===== src/rtl/zone_temperature_history_tracker_assert.svh =====
// assertion macros for the zone temperature history tracker
// included by modules that carry concurrent checks
`ifndef ZONE_TEMPERATURE_HISTORY_TRACKER_ASSERT_SVH
`define ZONE_TEMPERATURE_HISTORY_TRACKER_ASSERT_SVH
`ifndef SYNTHESIS
`define ZTH_ASSERT_IMP(label, clk, rst_n, a, c, msg) \
	label: assert property (@(posedge clk) disable iff (!rst_n) (a) |-> (c)) else $error(msg);
`define ZTH_ASSERT_NXT(label, clk, rst_n, a, c, msg) \
	label: assert property (@(posedge clk) disable iff (!rst_n) (a) |=> (c)) else $error(msg);
`else
`define ZTH_ASSERT_IMP(label, clk, rst_n, a, c, msg)
`define ZTH_ASSERT_NXT(label, clk, rst_n, a, c, msg)
`endif
`endif


===== src/rtl/zth_pkg.sv =====
// types and constants for the zone temperature history tracker
// no dependencies
`timescale 1ns / 1ps
package zth_pkg;
	typedef struct packed {
		logic [3:0]         zone;
		logic signed [15:0] temperature;
		logic               sample_valid;
		logic               calling;
		logic [31:0]        time_ms;
	} zth_in_t;

	typedef struct packed {
		logic               recorded;
		logic [31:0]        sample_count;
		logic [31:0]        calling_count;
		logic signed [15:0] minimum;
		logic signed [15:0] maximum;
		logic signed [15:0] mean;
		logic signed [23:0] rate;
		logic               rate_valid;
		logic [22:0]        heat_gain;
		logic [22:0]        cool_loss;
		logic [15:0]        learning_count;
	} zth_out_t;

	// divider request and reply
	typedef struct packed {
		logic        start;
		logic        neg;
		logic [63:0] dividend;
		logic [31:0] divisor;
	} zth_div_req_t;

	typedef struct packed {
		logic        done;
		logic [63:0] quotient;
	} zth_div_rsp_t;

	localparam logic [31:0] MS_PER_HOUR = 32'd3600000;
	localparam logic signed [63:0] RATE_MAX = 64'sd8388607;
	localparam logic signed [63:0] RATE_MIN = -64'sd8388608;
	localparam logic [15:0] UPDATES_MAX = 16'hFFFF;
	localparam logic [1:0] REG_ZONES = 2'd0;
endpackage


===== src/rtl/zth_divider.sv =====
// shared restoring divider, one quotient bit per cycle, truncates toward zero
// depends on zth_pkg
`timescale 1ns / 1ps
module zth_divider (
	input  logic                  clk,
	input  logic                  arst_n,
	input  zth_pkg::zth_div_req_t req,
	output zth_pkg::zth_div_rsp_t rsp
);
	import zth_pkg::*;

	logic [63:0] quo_q;
	logic [31:0] rem_q;
	logic [31:0] den_q;
	logic        neg_q;
	logic [6:0]  cnt_q;
	logic        busy_q;
	logic        done_q;
	logic [32:0] trial;

	assign trial = {rem_q, quo_q[63]} - {1'b0, den_q};

	// shift-subtract step
	always_ff @(posedge clk or negedge arst_n) begin
		if (!arst_n) begin
			busy_q <= 1'b0;
			done_q <= 1'b0;
			cnt_q  <= '0;
		end else begin
			done_q <= !req.start && busy_q && (cnt_q == 7'd1);
			if (req.start) begin
				busy_q <= 1'b1;
				cnt_q  <= 7'd64;
				quo_q  <= req.dividend;
				rem_q  <= '0;
				den_q  <= req.divisor;
				neg_q  <= req.neg;
			end else if (busy_q) begin
				if (!trial[32]) begin
					rem_q <= trial[31:0];
					quo_q <= {quo_q[62:0], 1'b1};
				end else begin
					rem_q <= {rem_q[30:0], quo_q[63]};
					quo_q <= {quo_q[62:0], 1'b0};
				end
				cnt_q <= cnt_q - 7'd1;
				if (cnt_q == 7'd1) begin
					busy_q <= 1'b0;
				end
			end
		end
	end

	assign rsp.done     = done_q;
	assign rsp.quotient = neg_q ? (~quo_q + 64'd1) : quo_q;
endmodule


===== config.mk =====
export PLATFORM = sky130hd
export DESIGN_NAME = zth_divider
export DESIGN_NICKNAME = d
export VERILOG_FILES = /design/src/rtl/zone_temperature_history_tracker_assert.svh /design/src/rtl/zth_pkg.sv /design/src/rtl/zth_divider.sv
export SDC_FILE = /design/constraint.sdc
export NUM_CORES = 1
export LEC_CHECK = 0
export BUFFER_PORTS_ARGS = -buffer_cell sky130_fd_sc_hd__buf_2
export CAP_MARGIN = 10
export CORE_MARGIN = 4
export CORE_UTILIZATION = 51
export CTS_CLUSTER_SIZE = 24
export DETAILED_ROUTE_END_ITERATION = 8
export GPL_TIMING_DRIVEN = 0
export MAX_ROUTING_LAYER = met4
export PLACE_DENSITY_LB_ADDON = 0.3
export RECOVER_POWER = 100
export SLEW_MARGIN = 20
export SYNTH_ARGS = -nofsm -noshare
export SYNTH_HDL_FRONTEND = slang
export SYNTH_SLANG_ARGS = --single-unit
export TNS_END_PERCENT = 100

===== constraint.sdc =====
create_clock -name clk -period 4.2 [get_ports clk]
set_input_delay 0.42 -clock clk [delete_from_list [all_inputs] [get_ports clk]]
set_output_delay 0.42 -clock clk [all_outputs]
set_load 0.1 [all_outputs]

* After elaboration in Yosys (flattened, before gate mapping)
Cells that the tools add are included.
** Storage, ports and cells
- Register bits :: 138
- Bits of input ports :: 100
- Output and inout bits :: 65
- Word-level logic and storage cells :: 29
** Cells by class
- $add $sub $neg :: 3
- Equal/unequal tests :: 1
- Muxes and demuxes :: 11
- Bitwise operators :: 1
- Reduce and logical (&&, ||, !) cells :: 6
** Operators with widths (number)
- $mux W64 :: 3
- $add A64 B1 Y64 const B :: 1
- $mux W32 :: 2
- $not A64 Y64 :: 1
- $sub A33 B32 Y33 :: 1
- $mux W7 :: 2
- $eq A7 B1 Y1 const B :: 1
- $sub A7 B1 Y7 const B :: 1
- $mux W1 :: 4
- $reduce_and A2 Y1 :: 2
- $logic_and A1 B1 Y1 :: 2
- $reduce_bool A2 Y1 :: 1
- $logic_not A1 Y1 :: 1

* Logic depth before layout (Yosys ltp)
- Word-level depth :: 4
- Gate-level depth with buffers :: 14
- Mapped depth without buffers :: 12

* Worst setup path before layout
No wires, ideal clock.
- Kind :: reg-to-output
- Start point :: register quo_q[16]
- End point :: output port rsp[57] in the netlist's numbering
- Arrival :: 4.252 ns
- Required time :: 3.780 ns
- Path slack :: -0.472 ns
- Stages on the path, launching flop included :: 11
- Path buffers :: 1
- Path through :: edfxtp_1 -> or4_4 -> nor4_4 -> nand4_2 -> or4_4 -> or4_1 -> or4_1 -> buf_2 -> or3_4 -> o31ai_4 -> xnor2_1
** RTL lines
- start, declared :: line zth_divider.sv:12 : logic [63:0] quo_q;
- start signal, assigned :: line zth_divider.sv:34 : quo_q <= req.dividend;
- start signal, assigned :: line zth_divider.sv:41 : quo_q <= {quo_q[62:0], 1'b1};
- start signal, assigned :: line zth_divider.sv:44 : quo_q <= {quo_q[62:0], 1'b0};
- end, declared :: line zth_divider.sv:8 : output zth_pkg::zth_div_rsp_t rsp

==> impl_metrics.csv <==
group,metric,value,unit
worst_setup_path,worst-setup-path-type,"flip-flop to primary output",
worst_setup_path,r2r_cells,15,
detailed_routing,drtIter0Drc,529,
finish,layout_commonest_cell,"edfxtp_1",
sta,setup_tns,-7.224,ns
sta,tightest_slew,1.830,ns
clocking,cts_buffers,17,
finish,drive_gt1_share,30.51,%
clocking,ctsHtreeMaxLevel,4,
global_route,grt_start_max_net_pins,44,
logic_synthesis,yosysUniqueCellTypes,65,
detailed_routing,wl,24780,microns
place,place_ws,-0.7742,ns
power_and_ir_drop,leakage,0.004619,uW
finish,mostFrequentLayoutCells,"edfxtp_1 (129), buf_2 (101), xnor2_1 (67)",
worst_setup_path,timing.critical_path.to,"rsp[56]",
logic_synthesis,syn-num-nets,984,
power_and_ir_drop,total_power,5993,uW
logic_synthesis,ys.flop_type,"edfxtp_1",
worst_setup_path,worstPathRequired,3.78,ns
sta,holdWs,0.1678,ns
logic_synthesis,syn_area,9081,sq um
global_route,antenna_found_initial,2,
place,io_buffers,163,
clocking,root_buffer,"clkbuf_16",
detailed_routing,vias,7621,
detailed_routing,final_antenna_net_count,0,
worst_setup_path,critPathSlowestCell,"or4_4",
place,dp.cells,1239,
sta,finalCritPeriodShare,113.5,%
die,pin_count,165,
worst_setup_path,cp.arrival,4.35,ns
sta,setup_viol,18,
clocking,clkLatencyLatePin,0.42,ns
place,gp_congestion,0.9175,
power_and_ir_drop,ir_worst_vdd,0.0003480,V
worst_setup_path,cp.depth,12,
worst_setup_path,critPathLaunchType,"flip-flop",
die,die-area,20010,sq um
job,drv_cap,2,
worst_setup_path,startpoint,"quo_q[16]",
worst_setup_path,rr_startpoint,"quo_q[63]",
detailed_routing,wire_per_inst,19.02,microns
logic_synthesis,yosysWarningCount,0,
die,die_h,141.4,microns
detailed_routing,drcViolationCount,0,
sta,rsz0062_at_grt,"yes",
worst_setup_path,cpPeakStageDelay,0.56,ns
sta,final-hold-violation-count,0,
sta,maxSlewHeadroom,-22.27,%
finish,synthToLayoutAreaGrowth,27.24,%
sta,maxSlewViolCount,52,
die,coreArea,17360,sq um
logic_synthesis,netlist_instances,848,
worst_setup_path,crit_path_end_kind,"primary output",
worst_setup_path,crit_chain,"or4_4, nor4_4, buf_4, buf_6, nand4b_4, or4_4, or4_4, or4_4, buf_12, o41ai_4, xnor2_2, buf_12",
min_path,hp-class,"primary input to flip-flop",
sta,layout_min_cycle_time,4.767,ns
place,hpwl,17290,microns
worst_setup_path,cp_num_buf_inv,4,
global_route,grt_pass1_wl,38080,microns
die,rows,48,
clocking,cts_buffer_depth,2,
sta,setup_slack,-0.5668,ns
die,die_x,141.4,microns
logic_synthesis,synth-edff-count,129,
logic_synthesis,syn_area_per_cell,10.71,sq um
sta,max_freq,209.8,MHz
sta,finClkSkew,0.006494,ns
outcome,violations,"capacitance limit, slew limit, setup timing",
worst_setup_path,cp_top_family,"simple AND/OR/NAND/NOR gates",
clocking,cts_tree,"built",
global_route,grt_usage,24.77,%
clocking,clkSlewWorstSetupHoldPaths,0.06,ns
global_route,grt.overflow.total,0,
detailed_routing,viasPerCell,5.849,
logic_synthesis,async_flop_share,6.522,%
detailed_routing,drt-pass1-iter-count,5,
power_and_ir_drop,powerDensity,518.6,nW/um^2
worst_setup_path,cpMostUsedCell,"or4_4",
finish,finalNonFillerCells,1303,
logic_synthesis,seq_area_frac_synth,45.14,%
worst_setup_path,r2r-end,"rem_q[15]",
global_route,grt_pass1_vias,7381,
die,start_util,52.32,%
worst_setup_path,cp_max_fo,8,
outcome,status,"complete, but fails checks",
finish,fin_nets,1198,
logic_synthesis,synth-seq-cells,138,
clocking,cts_sinks,138,
worst_setup_path,rrSetupSlack,0.10,ns
kinds of logic after synthesis:
logic type | Yosys count | share of synthesized area (%)
xor+xnor | 98 | 9.452
fa+ha+maj | 36 | 5.043
mux | 82 | 9.893
buf+inv | 96 | 4.106
simple gates | 204 | 11.85
compound gates | 194 | 14.52
flops | 138 | 45.14
layout make-up:
class / count / area (sq um)
multi-input cells: 614 / 4986
plain buffers: 47 / 206.4
flip-flops and latches: 138 / 4099
well taps: 225 / 281.5
clock inverters: 14 / 147.6
fillers: 1326 / 5802
diodes: 3 / 7.507
repair buffers: 196 / 1217
inverters: 48 / 180.2
clock buffers: 18 / 429.2
stage by stage:
stage	instance area, sq um	utilization, %
floorplan	9209	-
detailed placement	10400	59.90
global placement	10310	59.38
CTS	11410	65.76
global route	11550	66.56
finish	11550	66.57
synthesized netlist by cell type, drive strengths merged, types with 6 or more instances:
cell,number,area (sq um)
edfxtp,129,3874
xnor2,84,735.7
mux2,62,698.2
nor2,57,214.0
inv,48,180.2
o21ai,48,240.2
nand2,45,168.9
clkbuf,38,142.6
ha,35,437.9
a21oi,33,165.2
a211oi,24,180.2
o31ai,24,193.9
mux2i,20,200.2
or4,15,123.9
nand3,14,70.07
xor2,14,122.6
o41ai,12,120.1
buf,10,50.04
nand2b,10,62.56
a21o,9,67.56
dfrtp,9,225.2
nor2b,9,56.30
or3,9,61.31
nand4,8,56.30
nor3,8,40.04
nor4,7,58.81
a31oi,6,37.54
state kept, by name (all words and copies together) (netlist names):
| register | cells |
|---|---|
| busy_q | 1 |
| cnt_q | 7 |
| den_q | 32 |
| done_q | 1 |
| neg_q | 1 |
| quo_q | 64 |
| rem_q | 32 |
routing by layer:
layer  global-route usage [%]  wire length (microns)  vias up
met3                    4.314                   1685       49
li1                         -                      -     3605
met4                    8.434                    580        0
met1                    31.59                  10250     3658
met2                    40.28                  12270      309
met5                        -                      0        -
repair_timing:
action / CTS / global route
pin swaps: 18 / 20
gates resized for setup: 77 / 35
buffers inserted: 15 / 13
gates cloned: 0 / 0
hold endpoints to repair: 0 / 6
endpoints found under the setup margin: 52 / 41
hold buffers: 0 / 1
worst min path at each step:
stage | from | endpoint | slack [ns] | cells after the start
2_1_floorplan | arst_n | busy_q | 0.12 | 0
3_3_place_gp | cnt_q[6] | cnt_q[6] | 0.50 | 2
3_5_place_dp | cnt_q[6] | cnt_q[6] | 0.51 | 2
4_1_cts | req[25] | den_q[25] | 0.15 | 1
5_1_grt | req[26] | den_q[26] | 0.15 | 1
6_report | req[20] | den_q[20] | 0.17 | 1
power by group:
group          switching, uW  internal, uW
Sequential               181          1750
Clock                    601           875
Combinational           1710           875
Total                   2490          3500
Power figures use the tool's default switching activity.
